## config.mk

```make
export PLATFORM = sky130hd
export DESIGN_NAME = bitmap_first_fit_block_allocator
export DESIGN_NICKNAME = d
export VERILOG_FILES = /design/src/hdl/bffa_pkg.sv /design/src/hdl/bffa_ram.sv /design/src/hdl/bffa_div.sv /design/src/hdl/bffa_dp.sv /design/src/hdl/bffa_ctrl.sv /design/src/hdl/bitmap_first_fit_block_allocator.sv
export SDC_FILE = /design/constraint.sdc
export NUM_CORES = 1
export LEC_CHECK = 0
export BUFFER_PORTS_ARGS = -buffer_cell sky130_fd_sc_hd__buf_2
export CORE_MARGIN = 5
export CORE_UTILIZATION = 65
export CTS_CLUSTER_SIZE = 14
export DETAILED_ROUTE_END_ITERATION = 16
export PLACE_DENSITY_LB_ADDON = 0.08
export RECOVER_POWER = 50
export SLEW_MARGIN = 20
export SYNTH_ARGS = -nofsm -noshare
export SYNTH_HDL_FRONTEND = slang
export SYNTH_HIERARCHICAL = 1
export SYNTH_SLANG_ARGS = --single-unit
export TNS_END_PERCENT = 1
```

## constraint.sdc

```tcl
create_clock -name clk -period 18 [get_ports clk]
set_input_delay 5.4 -clock clk [delete_from_list [all_inputs] [get_ports clk]]
set_output_delay 5.4 -clock clk [all_outputs]
set_load 0.02 [all_outputs]
```

## src/hdl/bffa_pkg.sv

```systemverilog
`default_nettype none

package bffa_pkg;

	// field and register widths
	localparam int REQ_W      = 32;
	localparam int BS_W       = 17;
	localparam int NB_W       = 9;
	localparam int START_W    = 8;
	localparam int BYTE_W     = 8;
	localparam int CFG_IDX_W  = 8;
	localparam int CFG_DATA_W = 17;

	// pool size default
	localparam int DEF_MAX_BLOCKS = 256;

	// register reset values
	localparam logic [BS_W-1:0] BS_RESET = 17'd256;
	localparam logic [NB_W-1:0] NB_RESET = 9'd256;

	// register indexes
	localparam logic [CFG_IDX_W-1:0] REG_BLOCK_SIZE = 8'd0;
	localparam logic [CFG_IDX_W-1:0] REG_NUM_BLOCKS = 8'd1;

	// restoring divider: 33-bit dividend, one quotient bit per step
	localparam int QUO_W     = REQ_W + 1;
	localparam int DIV_STEPS = QUO_W;
	localparam int DIV_CNT_W = 6;

	// controller to datapath
	typedef struct packed {
		logic load;
		logic div_step;
		logic clr_we;
		logic scan_init;
		logic scan_ev;
		logic mark_init;
		logic mark_wr;
		logic set_ok;
		logic set_zero;
		logic set_fail;
		logic out_load;
	} bffa_cmd_t;

	// datapath to controller
	typedef struct packed {
		logic clr_last;
		logic div_last;
		logic need_zero;
		logic too_big;
		logic scan_hit;
		logic scan_last;
		logic mark_last;
	} bffa_stat_t;

endpackage

`default_nettype wire

```

## src/hdl/bffa_ram.sv

```systemverilog
`default_nettype none

module bffa_ram #(
	parameter int WIDTH = 8,
	parameter int DEPTH = 32,
	localparam int AW = (DEPTH > 1) ? $clog2(DEPTH) : 1
) (
	input  wire logic                 clk,
	input  wire logic                 we,
	input  wire logic [AW-1:0]        waddr,
	input  wire logic [WIDTH-1:0]     wdata,
	input  wire logic [AW-1:0]        raddr,
	output      logic [WIDTH-1:0]     rdata
);

	logic [WIDTH-1:0] mem [DEPTH];

	// one write port, one registered read port
	always_ff @(posedge clk) begin
		if (we) begin
			mem[waddr] <= wdata;
		end
		rdata <= mem[raddr];
	end

endmodule

`default_nettype wire

```

## src/hdl/bffa_div.sv

```systemverilog
`default_nettype none

module bffa_div
	import bffa_pkg::*;
(
	input  wire logic              clk,
	input  wire logic              arst_n,
	input  wire logic              load,
	input  wire logic              step,
	input  wire logic [QUO_W-1:0]  dividend,
	input  wire logic [BS_W-1:0]   divisor,
	output      logic [QUO_W-1:0]  quot,
	output      logic              last
);

	logic [BS_W-1:0]      rem_q;
	logic [QUO_W-1:0]     quo_q;
	logic [BS_W-1:0]      dsr_q;
	logic [DIV_CNT_W-1:0] cnt_q;
	logic [BS_W:0]        trial;
	logic                 ge;

	// trial subtract of the next dividend bit
	assign trial = {rem_q, quo_q[QUO_W-1]};
	assign ge    = trial >= {1'b0, dsr_q};

	always_ff @(posedge clk or negedge arst_n) begin
		if (!arst_n) begin
			cnt_q <= '0;
		end else if (load) begin
			cnt_q <= '0;
		end else if (step) begin
			cnt_q <= cnt_q + 1'b1;
		end
	end

	// dividend shifts out at the top while quotient bits shift in
	always_ff @(posedge clk) begin
		if (load) begin
			rem_q <= '0;
			quo_q <= dividend;
			dsr_q <= divisor;
		end else if (step) begin
			rem_q <= ge ? BS_W'(trial - {1'b0, dsr_q}) : BS_W'(trial);
			quo_q <= {quo_q[QUO_W-2:0], ge};
		end
	end

	assign quot = quo_q;
	assign last = cnt_q == DIV_CNT_W'(DIV_STEPS - 1);

endmodule

`default_nettype wire

```

## src/hdl/bffa_dp.sv

```systemverilog
`default_nettype none

module bffa_dp
	import bffa_pkg::*;
#(
	parameter int MAX_BLOCKS = DEF_MAX_BLOCKS
) (
	input  wire logic                  clk,
	input  wire logic                  arst_n,
	input  wire bffa_cmd_t             cmd,
	output      bffa_stat_t            stat,
	input  wire logic [REQ_W-1:0]      request_bytes,
	input  wire logic                  cfg_we,
	input  wire logic [CFG_IDX_W-1:0]  cfg_index,
	input  wire logic [CFG_DATA_W-1:0] cfg_data,
	output      logic                  success,
	output      logic [START_W-1:0]    start_block
);

	localparam int MAP_ROWS = (MAX_BLOCKS + BYTE_W - 1) / BYTE_W;
	localparam int ROW_W    = (MAP_ROWS > 1) ? $clog2(MAP_ROWS) : 1;
	localparam int BLK_W    = ROW_W + 3;
	localparam int CNT_W    = $clog2(MAX_BLOCKS + 1);

	logic [BS_W-1:0]   block_size_q;
	logic [NB_W-1:0]   num_blocks_q;
	logic [BS_W-1:0]   bs_eff;
	logic [CNT_W-1:0]  pool;
	logic [QUO_W-1:0]  quot;
	logic [CNT_W-1:0]  need;
	logic [ROW_W-1:0]  row_q;
	logic [CNT_W-1:0]  run_q;
	logic [CNT_W-1:0]  run_n;
	logic [BLK_W-1:0]  end_q;
	logic [BLK_W-1:0]  end_n;
	logic [BLK_W-1:0]  start;
	logic              hit;
	logic [BYTE_W-1:0] rdata;
	logic [BYTE_W-1:0] mask;
	logic [BYTE_W-1:0] wdata;
	logic              ram_we;
	logic              res_ok_q;
	logic [START_W-1:0] res_start_q;
	logic              success_q;
	logic [START_W-1:0] start_block_q;

	// configuration registers
	always_ff @(posedge clk or negedge arst_n) begin
		if (!arst_n) begin
			block_size_q <= BS_RESET;
			num_blocks_q <= NB_RESET;
		end else if (cfg_we) begin
			if (cfg_index == REG_BLOCK_SIZE) begin
				block_size_q <= cfg_data[BS_W-1:0];
			end else if (cfg_index == REG_NUM_BLOCKS) begin
				num_blocks_q <= cfg_data[NB_W-1:0];
			end
		end
	end

	// zero block size acts as one, pool clamps to the bitmap size
	assign bs_eff = (block_size_q == '0) ? BS_W'(1) : block_size_q;
	assign pool   = (32'(num_blocks_q) > 32'(MAX_BLOCKS)) ? CNT_W'(MAX_BLOCKS)
	                                                     : CNT_W'(num_blocks_q);

	// block count by rounding-up division
	bffa_div u_div (
		.clk      (clk),
		.arst_n   (arst_n),
		.load     (cmd.load),
		.step     (cmd.div_step),
		.dividend (QUO_W'({1'b0, request_bytes}) + QUO_W'(bs_eff) - QUO_W'(1)),
		.divisor  (bs_eff),
		.quot     (quot),
		.last     (stat.div_last)
	);

	assign need           = CNT_W'(quot);
	assign stat.need_zero = quot == '0;
	assign stat.too_big   = quot > QUO_W'(pool);

	// first-fit scan over one bitmap byte
	always_comb begin
		logic [BLK_W-1:0] idx;
		run_n = run_q;
		end_n = end_q;
		hit   = 1'b0;
		idx   = '0;
		for (int b = 0; b < BYTE_W; b++) begin
			idx = {row_q, 3'(b)};
			if (!hit && (32'(idx) < 32'(pool))) begin
				if (rdata[b]) begin
					run_n = '0;
				end else begin
					run_n = run_n + 1'b1;
					if (run_n == need) begin
						hit   = 1'b1;
						end_n = idx;
					end
				end
			end
		end
	end

	assign stat.scan_hit  = hit;
	assign stat.scan_last = (32'({row_q, 3'b000}) + 32'(BYTE_W)) >= 32'(pool);

	// run start and per-byte mark mask
	assign start = end_q + BLK_W'(1) - BLK_W'(need);

	always_comb begin
		logic [BLK_W-1:0] idx;
		mask = '0;
		idx  = '0;
		for (int b = 0; b < BYTE_W; b++) begin
			idx     = {row_q, 3'(b)};
			mask[b] = (idx >= start) && (idx <= end_q);
		end
	end

	assign stat.mark_last = row_q == end_q[BLK_W-1:3];
	assign stat.clr_last  = row_q == ROW_W'(MAP_ROWS - 1);

	// row pointer, run length and run end
	always_ff @(posedge clk or negedge arst_n) begin
		if (!arst_n) begin
			row_q <= '0;
			run_q <= '0;
			end_q <= '0;
		end else begin
			if (cmd.clr_we || cmd.mark_wr) begin
				row_q <= row_q + 1'b1;
			end else if (cmd.scan_init) begin
				row_q <= '0;
			end else if (cmd.scan_ev) begin
				row_q <= row_q + 1'b1;
			end else if (cmd.mark_init) begin
				row_q <= start[BLK_W-1:3];
			end
			if (cmd.scan_init) begin
				run_q <= '0;
			end else if (cmd.scan_ev) begin
				run_q <= run_n;
			end
			if (cmd.scan_ev && hit) begin
				end_q <= end_n;
			end
		end
	end

	// bitmap store, cleared by a sweep after reset
	assign ram_we = cmd.clr_we || cmd.mark_wr;
	assign wdata  = cmd.clr_we ? '0 : (rdata | mask);

	bffa_ram #(
		.WIDTH (BYTE_W),
		.DEPTH (MAP_ROWS)
	) u_map (
		.clk   (clk),
		.we    (ram_we),
		.waddr (row_q),
		.wdata (wdata),
		.raddr (row_q),
		.rdata (rdata)
	);

	// result and output word
	always_ff @(posedge clk) begin
		if (cmd.set_ok) begin
			res_ok_q    <= 1'b1;
			res_start_q <= START_W'(start);
		end else if (cmd.set_zero) begin
			res_ok_q    <= 1'b1;
			res_start_q <= '0;
		end else if (cmd.set_fail) begin
			res_ok_q    <= 1'b0;
			res_start_q <= '0;
		end
		if (cmd.out_load) begin
			success_q     <= res_ok_q;
			start_block_q <= res_start_q;
		end
	end

	assign success     = success_q;
	assign start_block = start_block_q;

endmodule

`default_nettype wire

```

## src/hdl/bffa_ctrl.sv

```systemverilog
`default_nettype none

module bffa_ctrl
	import bffa_pkg::*;
(
	input  wire logic       clk,
	input  wire logic       arst_n,
	input  wire logic       in_valid,
	output      logic       in_stall,
	output      logic       out_valid,
	input  wire logic       out_stall,
	input  wire bffa_stat_t stat,
	output      bffa_cmd_t  cmd
);

	typedef enum logic [9:0] {
		S_CLEAR     = 10'b00_0000_0001,
		S_IDLE      = 10'b00_0000_0010,
		S_DIV       = 10'b00_0000_0100,
		S_CHECK     = 10'b00_0000_1000,
		S_SCAN_RD   = 10'b00_0001_0000,
		S_SCAN_EV   = 10'b00_0010_0000,
		S_MARK_INIT = 10'b00_0100_0000,
		S_MARK_RD   = 10'b00_1000_0000,
		S_MARK_WR   = 10'b01_0000_0000,
		S_DONE      = 10'b10_0000_0000
	} bffa_state_t;

	bffa_state_t state_q;
	bffa_state_t state_n;
	logic        out_valid_q;
	logic        out_free;

	assign out_free = !out_valid_q || !out_stall;

	// next state and commands
	always_comb begin
		state_n = state_q;
		cmd     = '0;
		unique case (state_q)
			S_CLEAR: begin
				cmd.clr_we = 1'b1;
				if (stat.clr_last) begin
					state_n = S_IDLE;
				end
			end
			S_IDLE: begin
				if (in_valid) begin
					cmd.load = 1'b1;
					state_n  = S_DIV;
				end
			end
			S_DIV: begin
				cmd.div_step = 1'b1;
				if (stat.div_last) begin
					state_n = S_CHECK;
				end
			end
			S_CHECK: begin
				cmd.scan_init = 1'b1;
				priority if (stat.need_zero) begin
					cmd.set_zero = 1'b1;
					state_n      = S_DONE;
				end else if (stat.too_big) begin
					cmd.set_fail = 1'b1;
					state_n      = S_DONE;
				end else begin
					state_n = S_SCAN_RD;
				end
			end
			S_SCAN_RD: begin
				state_n = S_SCAN_EV;
			end
			S_SCAN_EV: begin
				cmd.scan_ev = 1'b1;
				priority if (stat.scan_hit) begin
					state_n = S_MARK_INIT;
				end else if (stat.scan_last) begin
					cmd.set_fail = 1'b1;
					state_n      = S_DONE;
				end else begin
					state_n = S_SCAN_RD;
				end
			end
			S_MARK_INIT: begin
				cmd.mark_init = 1'b1;
				state_n       = S_MARK_RD;
			end
			S_MARK_RD: begin
				state_n = S_MARK_WR;
			end
			S_MARK_WR: begin
				cmd.mark_wr = 1'b1;
				if (stat.mark_last) begin
					cmd.set_ok = 1'b1;
					state_n    = S_DONE;
				end else begin
					state_n = S_MARK_RD;
				end
			end
			S_DONE: begin
				if (out_free) begin
					cmd.out_load = 1'b1;
					state_n      = S_IDLE;
				end
			end
			default: begin
				state_n = S_IDLE;
			end
		endcase
	end

	// state and output word valid
	always_ff @(posedge clk or negedge arst_n) begin
		if (!arst_n) begin
			state_q     <= S_CLEAR;
			out_valid_q <= 1'b0;
		end else begin
			state_q <= state_n;
			if (cmd.out_load) begin
				out_valid_q <= 1'b1;
			end else if (!out_stall) begin
				out_valid_q <= 1'b0;
			end
		end
	end

	assign in_stall  = state_q != S_IDLE;
	assign out_valid = out_valid_q;

endmodule

`default_nettype wire

```

## src/hdl/bitmap_first_fit_block_allocator.sv

```systemverilog
`default_nettype none

// First-fit block allocator over an occupancy bitmap of MAX_BLOCKS bits held in a
// byte-wide RAM. Each request word is rounded up to whole blocks by a restoring
// divider, then the bitmap is scanned from block 0 one byte at a time, a read state
// and an evaluate state per byte, until a free run is found or the pool ends, and
// the run is marked by read-modify-write of each byte it covers. A zero-byte or
// oversize request skips the scan. A finished result is held back while the output
// word is stalled. One request is worked on at a time; a finished result waits in
// the output register while the next request word is taken. After reset the bitmap
// is cleared by a sweep over every byte during which no request is taken;
// configuration writes are always ready and must only be made while the block is idle.
module bitmap_first_fit_block_allocator
	import bffa_pkg::*;
#(
	parameter int MAX_BLOCKS = DEF_MAX_BLOCKS
) (
	input  wire logic                  clk,
	input  wire logic                  arst_n,
	input  wire logic                  in_valid,
	output      logic                  in_stall,
	input  wire logic [REQ_W-1:0]      request_bytes,
	output      logic                  out_valid,
	input  wire logic                  out_stall,
	output      logic                  success,
	output      logic [START_W-1:0]    start_block,
	input  wire logic                  cfg_valid,
	output      logic                  cfg_ready,
	input  wire logic [CFG_IDX_W-1:0]  cfg_index,
	input  wire logic [CFG_DATA_W-1:0] cfg_data
);

	bffa_cmd_t  cmd;
	bffa_stat_t stat;

	assign cfg_ready = 1'b1;

	// sequencer
	bffa_ctrl u_ctrl (
		.clk       (clk),
		.arst_n    (arst_n),
		.in_valid  (in_valid),
		.in_stall  (in_stall),
		.out_valid (out_valid),
		.out_stall (out_stall),
		.stat      (stat),
		.cmd       (cmd)
	);

	// divider, bitmap and result registers
	bffa_dp #(
		.MAX_BLOCKS (MAX_BLOCKS)
	) u_dp (
		.clk           (clk),
		.arst_n        (arst_n),
		.cmd           (cmd),
		.stat          (stat),
		.request_bytes (request_bytes),
		.cfg_we        (cfg_valid && cfg_ready),
		.cfg_index     (cfg_index),
		.cfg_data      (cfg_data),
		.success       (success),
		.start_block   (start_block)
	);

`ifndef SYNTHESIS
	// an accepted request keeps the input side closed until it completes
	assert property (@(posedge clk) disable iff (!arst_n)
		(in_valid && !in_stall) |=> in_stall)
		else $error("input taken again straight after a request");

	// a failed allocation reports block zero
	assert property (@(posedge clk) disable iff (!arst_n)
		(out_valid && !success) |-> (start_block == '0))
		else $error("failed allocation with nonzero start block");

	// the bitmap is only written while a request or the clear sweep is in progress
	assert property (@(posedge clk) disable iff (!arst_n)
		(cmd.clr_we || cmd.mark_wr) |-> in_stall)
		else $error("bitmap written while idle");

	// a new output word is loaded only when the output register can take it
	assert property (@(posedge clk) disable iff (!arst_n)
		cmd.out_load |-> (!out_valid || !out_stall))
		else $error("output word overwritten while stalled");
`endif

endmodule

`default_nettype wire

```

# Word level (Yosys, flattened, before mapping)
# Memories as Yosys holds them, arrays and structs flattened. A register that Yosys moved wholly into a read port is not among the register bits.
# Index checks and enable logic that the tools add are counted.
[word_totals]
latch_bits = 0
input_bits = 62
romBits = 0
n_memories = 1
register_bits = 150
mem_bits_rw = 256
wordCells = 241
output_inout_bits = 12
[mem_list]
columns = ["name", "depth", "word_bits", "read_ports", "rd_clocked_by_memory_dff", "write_ports", "line", "rtl"]
rows = [
  ["u_dp.u_map.mem", 32, 8, 1, 1, 1, "bffa_ram.sv:16", "logic [WIDTH-1:0] mem [DEPTH];"],
]
[classes]
n_mux = 113
n_reduce_logical = 38
n_addsub = 16
n_bitwise = 2
eq_ne = 28
n_shift = 0
magnitude_cmp = 28
mul = 0
div = 0
[op_table]
columns = ["operator", "count"]
rows = [
  ["$mux W8", 28],
  ["$mux W9", 19],
  ["$pmux W10 S10", 1],
  ["$mux W10", 9],
  ["$add A9 B1 Y9 const B", 8],
  ["$eq A9 B9 Y1", 8],
  ["$lt A8 B9 Y1", 8],
  ["$mux W33", 2],
  ["$ge A8 B8 Y1", 8],
  ["$le A8 B8 Y1", 8],
  ["$mux W1", 44],
  ["$mux W17", 2],
  ["$add A32 B17 Y33", 1],
  ["$gt A33 B9 Y1", 1],
  ["$logic_not A33 Y1", 1],
  ["$sub A33 B1 Y33 const B", 1],
  ["$ge A32 B9 Y1", 1],
  ["$mux W5", 4],
  ["$ge A18 B17 Y1", 1],
  ["$logic_not A17 Y1", 1],
  ["$sub A17 B17 Y17", 1],
  ["$logic_and A1 B1 Y1", 16],
  ["$mux W6", 2],
  ["$eq A10 B1 Y1 const B", 1],
  ["other kinds (36)", 49],
]

# Longest topological paths before layout
# Gate-level depths: netlist of run 1.
[depth]
ltp_word = 38
depth_mapped = 62
ltp_nobuf = 54

# Hierarchy
# Netlist of run 1, hierarchy kept.
[by_module_without_submodules]
columns = ["mod", "instances", "seq_area_each_um2", "cells_per_inst", "area_per_inst_um2"]
rows = [
  ["bffa_dp", 1, 1734.2, 1685, 12256.8],
  ["bffa_ram", 1, 7847.5, 417, 10053.4],
  ["bffa_div", 1, 1991.9, 340, 3880.0],
  ["bffa_ctrl", 1, 276.5, 77, 703.2],
  ["bitmap_first_fit_block_allocator", 1, 0.0, 2, 11.3],
]

# Least setup slack after synthesis of run 1
# No wires, ideal clock.
[synth_timing]
path_kind = "reg-to-reg"
startpoint = "register u_dp.num_blocks_q[8]"
endpoint = "register u_dp.res_start_q[0], enable pin"
path_stages_with_launch = 59
arrival_time_ns = 11.144
period_less_slack_ns = 11.438
setup_ns = 0.294
n_path_buf = 9
setup_slack_ns = 6.562
t_required_ns = 17.706
path_cell_list = "dfstp_2 inv_1 buf_2 nand2_1 ha_1 nand4_1 or4_1 buf_2 nand3_1 mux2i_2 inv_1 ha_1 nand2b_1 o32a_1 a2bb2oi_1 xnor2_1 nor4_4 a21boi_2 (+23 left out) nand3_1 nor3_1 o2111ai_2 o21a_2 mux2_4 ha_1 xnor2_1 nand2_1 mux2_4 a311oi_1 nand3_1 nor4_4 nand2_1 nand2_1 buf_4 nor3b_2 a31o_1 or3_1"
[synth_lines]
columns = ["item", "line", "rtl"]
rows = [
  ["start, declared", "bffa_dp.sv:26", "logic [NB_W-1:0] num_blocks_q;"],
  ["start signal, assigned", "bffa_dp.sv:56", "num_blocks_q <= cfg_data[NB_W-1:0];"],
  ["end signal, assigned", "bffa_dp.sv:171", "res_start_q <= START_W'(start);"],
  ["end, declared", "bffa_dp.sv:43", "logic [START_W-1:0] res_start_q;"],
]

==> impl_metrics.prom, run 1 <==
# TYPE chip_impl_metric gauge
chip_impl_metric{name="setup.reg_to_reg.worst_slack",unit="ns"} 2.84
chip_impl_metric{name="floorplan.initialDensity",unit="%"} 65.7
chip_impl_metric{name="dp_worst_setup_slack",unit="ns"} 3.69
chip_impl_metric{name="syn_avg_cell_area",unit="µm²"} 10.7
chip_impl_metric{name="detail_route.iter0.violations",unit=""} 2574
chip_impl_metric{name="core_region_area",unit="µm²"} 40900
chip_impl_metric{name="clk_transition_reported_paths",unit="ns"} 0.06
chip_impl_metric{name="syn_area",unit="µm²"} 26900
chip_impl_metric{name="die_w",unit="µm"} 213
chip_impl_info{name="yosys_most_used_dff",value="sky130_fd_sc_hd__edfxtp_1"} 1
chip_impl_metric{name="vias",unit=""} 20900
chip_impl_info{name="post-synth-top-count-cell",value="sky130_fd_sc_hd__edfxtp_1"} 1
chip_impl_info{name="tritoncts",value="done"} 1
chip_impl_metric{name="worst_slew_margin_rel",unit="%"} -212
chip_impl_info{name="yosys-top-cells-area",value="sky130_fd_sc_hd__edfxtp_1, sky130_fd_sc_hd__mux4_2, sky130_fd_sc_hd__dfrtp_1"} 1
chip_impl_metric{name="worst-endpoint-required",unit="ns"} 18.28
chip_impl_metric{name="finalHoldViolations",unit=""} 0
chip_impl_info{name="violations",value="capacitance limit, slew limit"} 1
chip_impl_metric{name="cts_inserted_buffers",unit=""} 43
chip_impl_metric{name="placed_standard_cell_area",unit="µm²"} 27600
chip_impl_metric{name="syn_to_final_growth",unit="%"} 7.50
chip_impl_metric{name="synth_enable_flop_cells",unit=""} 323
chip_impl_metric{name="clkSinkCount",unit=""} 414
chip_impl_info{name="cts-root-buf",value="sky130_fd_sc_hd__clkbuf_16"} 1
chip_impl_metric{name="gp_congestion",unit=""} 0.977
chip_impl_metric{name="place.port_buffers",unit=""} 72
chip_impl_metric{name="grt_start_max_net_pins",unit=""} 75
chip_impl_metric{name="post_synth_inst_count",unit=""} 2521
chip_impl_metric{name="placed_cells",unit=""} 3027
chip_impl_metric{name="crit_fanout",unit=""} 23
chip_impl_metric{name="tightest_slew",unit="ns"} 4.69
chip_impl_metric{name="timing.final.crit_period",unit="ns"} 15.16
chip_impl_info{name="grt_setup_unrepaired",value="no"} 1
chip_impl_metric{name="postCtsSetupBuffers",unit=""} 0
chip_impl_metric{name="slew_violations",unit=""} 220
chip_impl_metric{name="synthArstFlopShare",unit="%"} 15.7
chip_impl_metric{name="setup-violations-final",unit=""} 0
chip_impl_metric{name="cts_resized",unit=""} 0
chip_impl_info{name="slowest_stage",value="sky130_fd_sc_hd__dfrtp_1"} 1
chip_impl_metric{name="static-leakage-power",unit="µW"} 0.00964
chip_impl_metric{name="detail_route.vias_per_cell",unit=""} 6.74
chip_impl_metric{name="fillerInstances",unit=""} 2893
chip_impl_metric{name="drive_gt1_share",unit="%"} 15.8
chip_impl_info{name="min_path_type",value="reg2reg"} 1
chip_impl_info{name="worst_setup_path_end_kind",value="register"} 1
chip_impl_info{name="startpoint_type",value="register"} 1
chip_impl_metric{name="dp.final_hpwl",unit="µm"} 51100
chip_impl_metric{name="rr_worst_depth",unit=""} 50
chip_impl_metric{name="i_o_pin_count",unit=""} 74
chip_impl_metric{name="synth_seq_cells",unit=""} 414
chip_impl_info{name="yosys.area.top_type",value="sky130_fd_sc_hd__edfxtp_1"} 1
chip_impl_metric{name="dieHeight",unit="µm"} 213
chip_impl_metric{name="synth.lib_cells_used.distinct",unit=""} 131
chip_impl_metric{name="post_drt_wl_per_cell",unit="µm"} 23.8
chip_impl_metric{name="worst-endpoint-arrival",unit="ns"} 15.44
chip_impl_metric{name="yosysWarnings",unit=""} 6
chip_impl_metric{name="final.setup_skew",unit="ns"} 0.0149
chip_impl_metric{name="h-tree-depth",unit=""} 2
chip_impl_metric{name="detail-route-antenna-nets",unit=""} 0
chip_impl_metric{name="mappedNetlistNets",unit=""} 2709
chip_impl_info{name="reg2reg_to",value="u_dp/res_start_q[7]"} 1
chip_impl_metric{name="num_rows",unit=""} 74
chip_impl_metric{name="finalInstanceArea",unit="µm²"} 28900
chip_impl_metric{name="setup_total_negative_slack",unit="ns"} 0
chip_impl_info{name="run_status",value="complete, but fails checks"} 1
chip_impl_metric{name="sequential_share_of_the_synthesized_area",unit="%"} 44.0
chip_impl_metric{name="first_global_vias",unit=""} 20400
chip_impl_metric{name="worst_path_largest_cell_delay",unit="ns"} 1.09
chip_impl_metric{name="post-route-worst-setup-slack",unit="ns"} 2.84
chip_impl_metric{name="antenna_cells_inserted",unit=""} 0
chip_impl_metric{name="final_min_period_over_clock_period",unit="%"} 84.2
chip_impl_info{name="hold_path_end",value="u_dp/start_block[3]"} 1
chip_impl_info{name="reg2reg_from",value="u_dp/row_q[0]"} 1
chip_impl_info{name="worstSetupPathType",value="reg2reg"} 1
chip_impl_info{name="top_cells_by_instance_count_after_synthesis",value="sky130_fd_sc_hd__edfxtp_1, sky130_fd_sc_hd__nor2_1, sky130_fd_sc_hd__inv_1"} 1
chip_impl_metric{name="gr-total-overflow",unit=""} 0
chip_impl_metric{name="cap_viol_max_count",unit=""} 6
chip_impl_metric{name="yosys.area.top_type_share",unit="%"} 36.1
chip_impl_metric{name="max_clock_freq",unit="MHz"} 66.0
chip_impl_metric{name="detail_route.drc_violations",unit=""} 0
chip_impl_metric{name="dieArea",unit="µm²"} 45600
chip_impl_metric{name="design.final.nets",unit=""} 2728
chip_impl_metric{name="finalNonFillerCells",unit=""} 3106
chip_impl_metric{name="whs_path_depth",unit=""} 0
chip_impl_metric{name="cts-root-to-sink-buffers",unit=""} 3
chip_impl_metric{name="drt-total-wl",unit="µm"} 74000
chip_impl_metric{name="detail_route.first_pass.iterations",unit=""} 6
chip_impl_metric{name="totalPowerFinal",unit="µW"} 3130
chip_impl_metric{name="vdd_ir_drop_max",unit="mV"} 0.132
chip_impl_metric{name="clock_insertion_delay_worst_skew",unit="ns"} 0.58
chip_impl_metric{name="gr-usage-all-layers",unit="%"} 32.4
chip_impl_info{name="hold_start",value="u_dp/res_start_q[3]"} 1
chip_impl_metric{name="grt_first_pass_wirelength",unit="µm"} 115000
chip_impl_metric{name="cts_hold_buffers",unit=""} 0
chip_impl_metric{name="p_per_area",unit="nW/µm²"} 108
chip_impl_metric{name="antenna_found_initial",unit=""} 0
## cell families (layout without fill, tap and decap cells)
family                     Yosys count  count (layout)  share of synthesized area (%)
and+or+nand+nor                    820             820                           15.8
DFF                                414             414                           44.0
muxes                              173             173                           10.6
other                                1               1                         0.0139
xor gates and xnor gates           126             126                           4.26
buffers and inverters              316             369                           4.92
AOI/OAI and AO/OA                  545             545                           14.5
adders and majority gates          126             126                           5.94
## layout by cell type, fill, tap and decap left out, drive strengths merged, types with 23 or more instances in the layout
cell type    n
a211oi      26
a21o        23
a21oi      105
and2        23
and3        23
buf         91
clkbuf      71
dfrtp       62
dfxtp       26
edfxtp     323
ha         123
inv        187
mux2        70
mux2i       23
mux4        80
nand2      179
nand3       64
nand4       40
nor2       231
nor2b       26
nor3        70
nor4        34
o21ai      148
or3         28
xnor2       98
xor2        25
## registers in the layout, indices dropped and copies added, names as in the netlist, 5 cells and up
register / flops
u_dp/start_block: 8
u_dp/u_div/rem_q: 17
u_dp/res_start_q: 8
u_dp/u_map/rdata: 8
u_dp/row_q: 5
u_dp/num_blocks_q: 9
u_dp/block_size_q: 17
u_ctrl/state_q: 10
u_dp/run_q: 9
u_dp/u_div/quot: 33
u_dp/end_q: 8
u_dp/u_div/dsr_q: 17
u_dp/u_div/cnt_q: 6
u_dp/u_map/mem: 256
## metal layers
metal	up-vias	wire, µm	global-route usage (%)
met4	0	2300	10.0
met3	167	6110	5.52
met2	1044	35700	53.9
met5	-	0	0
li1	9513	-	-
met1	10200	29900	44.3
## through the flow
| step | hold WS (ns) | utilization [%] |
|---|---|---|
| after floorplan | 0.400 | - |
| after global placement | 0.424 | 67.4 |
| after detailed placement | 0.415 | 67.4 |
| after CTS | 0.430 | 70.8 |
| after global routing | 0.434 | 70.7 |
| final | 0.428 | 70.7 |
## how the worst max path moves through the flow
stage	startpoint	end	slack [ns]
CTS	u_dp/num_blocks_q[8]	u_dp/res_start_q[7]	3.60
global route	u_dp/row_q[0]	u_dp/res_start_q[7]	1.88
finish	u_dp/row_q[0]	u_dp/res_start_q[7]	2.84
global placement	u_dp/num_blocks_q[8]	u_dp/res_start_q[3]	3.89
detailed placement	u_dp/num_blocks_q[8]	u_dp/res_start_q[5]	3.69
floorplan	u_dp/num_blocks_q[8]	u_dp/res_start_q[0]	6.56
## area by class of cell
class                      instances  area (µm²)  share of cell area (%)
inverter                         190         713                    2.47
tap                              532         666                    2.30
multi-input combinational       1791       13800                    47.6
clock inverter                    17         165                   0.571
timing repair buffer             100         539                    1.86
clock buffer                      62        1230                    4.25
sequential                       414       11900                    41.0
## critical path: cells and delay by family, from the launching register on
family | cells | cell delay (ns)
fa+ha+maj | 5 | 1.76
simple gates | 23 | 5.84
compound gates | 13 | 4.28
mux | 2 | 0.48
flops | 1 | 1.09
xor+xnor | 3 | 0.59
buf+inv | 4 | 0.81
## where the power goes
group | internal, µW | switching (µW) | leakage (µW) | total [µW]
sequential | 1120 | 77.4 | 0.00319 | 1190
combinational | 389 | 670 | 0.00577 | 1060
clock | 508 | 372 | 0.000677 | 880
total | 2010 | 1120 | 0.00964 | 3130
Note: power is estimated with default switching activity, not from simulation.
==> run 2, diff against run 1 <==
Settings changed: ABC_AREA set to 1, CORE_UTILIZATION 65 to 58.
Clock period 18 ns to 12.16 ns, I/O delays scaled along.
==> run 2 against run 1 <==
Effect of this change: the flow still finishes with violations (capacitance limit, slew limit); via count grew 11%; combinational power grew to 5.0 times the previous value; first-iteration DRC count shrank 9.9%; clock skew grew 0.015 ns; design area shrank 0.82%; critical path type unchanged; highest routed layer is now met5.
==> impl_metrics.prom, run 2 <==
# TYPE chip_impl_metric gauge
chip_impl_metric{name="cts-root-to-sink-buffers",unit=""} 3
chip_impl_metric{name="synthArstFlopShare",unit="%"} 15.7
chip_impl_metric{name="floorplan.initialDensity",unit="%"} 58.6
chip_impl_metric{name="h-tree-depth",unit=""} 2
chip_impl_metric{name="core_region_area",unit="µm²"} 45400
chip_impl_metric{name="vias",unit=""} 23300
chip_impl_metric{name="synth.lib_cells_used.distinct",unit=""} 62
chip_impl_metric{name="detail_route.first_pass.iterations",unit=""} 6
chip_impl_metric{name="i_o_pin_count",unit=""} 74
chip_impl_metric{name="gr-usage-all-layers",unit="%"} 29.8
chip_impl_metric{name="cts_inserted_buffers",unit=""} 45
chip_impl_metric{name="detail_route.iter0.violations",unit=""} 2319
chip_impl_info{name="commonest_non_fill_non_tap_cell_in_the_layout",value="sky130_fd_sc_hd__nand2_1"} 1
chip_impl_metric{name="crit_fanout",unit=""} 29
chip_impl_info{name="cts-root-buf",value="sky130_fd_sc_hd__clkbuf_16"} 1
chip_impl_metric{name="drive_gt1_share",unit="%"} 9.56
chip_impl_info{name="cp_common_cell",value="sky130_fd_sc_hd__nand2_1"} 1
chip_impl_metric{name="final.setup_skew",unit="ns"} 0.0300
chip_impl_metric{name="place.port_buffers",unit=""} 72
chip_impl_metric{name="worst_path_largest_cell_delay",unit="ns"} 1.09
chip_impl_metric{name="clkSinkCount",unit=""} 414
chip_impl_metric{name="synth_enable_flop_cells",unit=""} 323
chip_impl_metric{name="worst_slew_margin_rel",unit="%"} -155
chip_impl_metric{name="p_int",unit="µW"} 4250
chip_impl_info{name="yosys.area.top_type",value="sky130_fd_sc_hd__edfxtp_1"} 1
chip_impl_metric{name="power_frac_clock",unit="%"} 16.0
chip_impl_info{name="startpoint_type",value="register"} 1
chip_impl_metric{name="placed_standard_cell_area",unit="µm²"} 27200
chip_impl_metric{name="sequential_share_of_the_synthesized_area",unit="%"} 44.6
chip_impl_metric{name="combinational_group_share_of_total_power",unit="%"} 60.3
chip_impl_info{name="min_path_type",value="reg2reg"} 1
chip_impl_metric{name="timing.final.crit_period",unit="ns"} 10.38
chip_impl_metric{name="detail_route.drc_violations",unit=""} 0
chip_impl_metric{name="dieArea",unit="µm²"} 50200
chip_impl_metric{name="cap_viol_max_count",unit=""} 3
chip_impl_metric{name="register_area",unit="µm²"} 11900
chip_impl_metric{name="clk_transition_reported_paths",unit="ns"} 0.06
chip_impl_metric{name="static-leakage-power",unit="µW"} 0.0132
chip_impl_metric{name="clock_insertion_delay_worst_skew",unit="ns"} 0.58
chip_impl_info{name="worst_setup_path_end_kind",value="register"} 1
chip_impl_metric{name="gp_congestion",unit=""} 0.995
chip_impl_metric{name="power.switching_fraction",unit="%"} 51.5
chip_impl_metric{name="finalHoldViolations",unit=""} 0
chip_impl_info{name="violations",value="capacitance limit, slew limit"} 1
chip_impl_metric{name="tightest_slew",unit="ns"} 3.82
chip_impl_metric{name="postCtsSetupBuffers",unit=""} 0
chip_impl_info{name="yosys_most_used_dff",value="sky130_fd_sc_hd__edfxtp_1"} 1
chip_impl_metric{name="largest_register_ff_count",unit=""} 256
chip_impl_metric{name="power.net_switching",unit="µW"} 4510
chip_impl_metric{name="max_clock_freq",unit="MHz"} 96.3
chip_impl_metric{name="syn_area",unit="µm²"} 26600
chip_impl_metric{name="grt_first_pass_wirelength",unit="µm"} 120000
chip_impl_metric{name="syn_avg_cell_area",unit="µm²"} 7.84
chip_impl_metric{name="cts_resized",unit=""} 0
chip_impl_info{name="worstSetupPathType",value="reg2reg"} 1
chip_impl_metric{name="yosysWarnings",unit=""} 6
chip_impl_metric{name="vdd_ir_drop_max",unit="mV"} 0.200
chip_impl_metric{name="final_min_period_over_clock_period",unit="%"} 85.4
chip_impl_info{name="slowest_stage",value="sky130_fd_sc_hd__dfrtp_1"} 1
chip_impl_metric{name="setup_total_negative_slack",unit="ns"} 0
chip_impl_info{name="post-synth-top-count-cell",value="sky130_fd_sc_hd__nand2_1"} 1
chip_impl_metric{name="detail_route.vias_per_cell",unit=""} 5.73
chip_impl_metric{name="die_w",unit="µm"} 224
chip_impl_metric{name="p_per_area",unit="nW/µm²"} 305
chip_impl_info{name="top_cells_by_instance_count_after_synthesis",value="sky130_fd_sc_hd__nand2_1, sky130_fd_sc_hd__nand3_1, sky130_fd_sc_hd__inv_1"} 1
chip_impl_metric{name="yosys.area.top_type_share",unit="%"} 36.5
chip_impl_metric{name="dp.final_hpwl",unit="µm"} 54100
chip_impl_metric{name="detail-route-antenna-nets",unit=""} 0
chip_impl_metric{name="drt-total-wl",unit="µm"} 76600
chip_impl_info{name="run_status",value="complete, but fails checks"} 1
chip_impl_metric{name="gr-total-overflow",unit=""} 0
chip_impl_info{name="layout_common_cells",value="sky130_fd_sc_hd__nand2_1, sky130_fd_sc_hd__nand3_1, sky130_fd_sc_hd__inv_1, sky130_fd_sc_hd__edfxtp_1, sky130_fd_sc_hd__nor2_1"} 1
chip_impl_metric{name="dieHeight",unit="µm"} 224
chip_impl_metric{name="grt_start_max_net_pins",unit=""} 97
chip_impl_metric{name="finalInstanceArea",unit="µm²"} 28700
chip_impl_metric{name="share_seq_of_total_power",unit="%"} 23.7
chip_impl_metric{name="slew_violations",unit=""} 194
chip_impl_metric{name="worst-endpoint-required",unit="ns"} 12.43
chip_impl_metric{name="num_rows",unit=""} 78
chip_impl_metric{name="setup-violations-final",unit=""} 0
chip_impl_metric{name="multi_input_comb_area",unit="µm²"} 12500
chip_impl_metric{name="antenna_found_initial",unit=""} 1
chip_impl_metric{name="mappedNetlistNets",unit=""} 3577
chip_impl_metric{name="design.final.nets",unit=""} 3616
chip_impl_metric{name="worst-endpoint-arrival",unit="ns"} 10.65
chip_impl_metric{name="finished_core_util",unit="%"} 63.2
chip_impl_metric{name="synth_seq_cells",unit=""} 414
chip_impl_metric{name="syn_to_final_growth",unit="%"} 7.93
chip_impl_info{name="yosys-top-cells-area",value="sky130_fd_sc_hd__edfxtp_1, sky130_fd_sc_hd__nand2_1, sky130_fd_sc_hd__nand3_1"} 1
chip_impl_metric{name="post_drt_wl_per_cell",unit="µm"} 18.9
chip_impl_info{name="largest_register",value="u_dp/u_map/mem"} 1
chip_impl_metric{name="fillerInstances",unit=""} 4060
chip_impl_info{name="tritoncts",value="done"} 1
chip_impl_metric{name="post_synth_inst_count",unit=""} 3389
chip_impl_metric{name="first_global_vias",unit=""} 22200
chip_impl_metric{name="totalPowerFinal",unit="µW"} 8760
chip_impl_metric{name="cts_hold_buffers",unit=""} 0
chip_impl_info{name="grt_setup_unrepaired",value="no"} 1
-- run 2: cell count changes after synthesis, sizes merged, moves of 33 or more --
cell / delta
nand3: +432
nor2: +33
o21ai: -50
mux2: -70
nand2: +999
xnor2: -80
mux4: -80
inv: +210
nor3: -48
-- run 2: worst max-delay path: cells and delay by family, from the launching register on --
kind	cells	cell delay (ns)
flip-flops	1	1.09
AND/OR/NAND/NOR	47	6.66
adder cells (fa/ha/maj)	5	1.48
buffers and inverters	4	0.26
XOR/XNOR	2	0.33
AO/OA/AOI/OAI	2	0.26
-- run 2: final timing paths --
| path | start | to | slack [ns] | depth (start not counted) |
|---|---|---|---|---|
| max | u_dp/row_q[3] | u_dp/res_start_q[1] | 1.78 | 60 |
| min | u_dp/block_size_q[15] | u_dp/u_div/dsr_q[15] | 0.45 | 0 |
| max reg2reg | u_dp/row_q[3] | u_dp/res_start_q[1] | 1.78 | 60 |
| min reg2reg | u_dp/block_size_q[15] | u_dp/u_div/dsr_q[15] | 0.45 | 0 |
| max in group asynchronous | arst_n | u_dp/row_q[0] | 4.94 | 2 |
| min in group asynchronous | arst_n | u_ctrl/out_valid | 4.50 | 2 |
-- run 2: layer usage --
metal  global-route usage [%]  wire, µm  up-vias  part of all wire, %
met2                     49.3     35900      911                   47
met4                     11.7      3210        2                  4.2
met3                     4.46      5370      211                  7.0
met1                     40.0     32200    10900                   42
li1                         -         -    11300                    -
met5                        0        13        -                0.017
-- run 2: stage by stage --
| stage | std cells | setup slack (ns) | hold WS, ns |
|---|---|---|---|
| after detailed placement | 3981 | 1.98 | 0.431 |
| after floorplan | 3389 | 4.03 | 0.400 |
| after global placement | 3981 | 2.37 | 0.431 |
| after CTS | 4062 | 1.94 | 0.446 |
| final | 4063 | 1.78 | 0.447 |
| after global routing | 4062 | 0.737 | 0.461 |
-- run 2: cell type report --
type                            count  share of cell area [%]
Inverter                          404                    5.30
Clock inverter                     23                    1.05
Clock buffer                       58                    4.24
Antenna cell                        1                 0.00872
Timing Repair Buffer              100                    1.93
Tap cell                          600                    2.62
Multi-Input combinational cell   2463                    43.5
Sequential cell                   414                    41.3
-- run 2: kinds of logic (layout without fill, tap and decap cells) --
| logic type | count (synthesis) | after routing | share of synthesized area [%] |
|---|---|---|---|
| AO/OA/AOI/OAI | 246 | 246 | 5.44 |
| XOR/XNOR | 58 | 58 | 1.91 |
| adder cells (fa/ha/maj) | 126 | 126 | 6.02 |
| buffers and inverters | 512 | 585 | 8.52 |
| flip-flops | 414 | 414 | 44.6 |
| other | 1 | 2 | 0.0141 |
| AND/OR/NAND/NOR | 2032 | 2032 | 33.5 |
-- run 2: power by group through the flow --
stage,combinational [µW],clock (µW),sequential (µW)
6_report,5280,1400,2070
5_1_grt,5840,1490,2090
4_1_cts,5180,1420,2070
3_5_place_dp,5150,0,2100
3_3_place_gp,5060,0,2100
2_1_floorplan,3850,0,2040
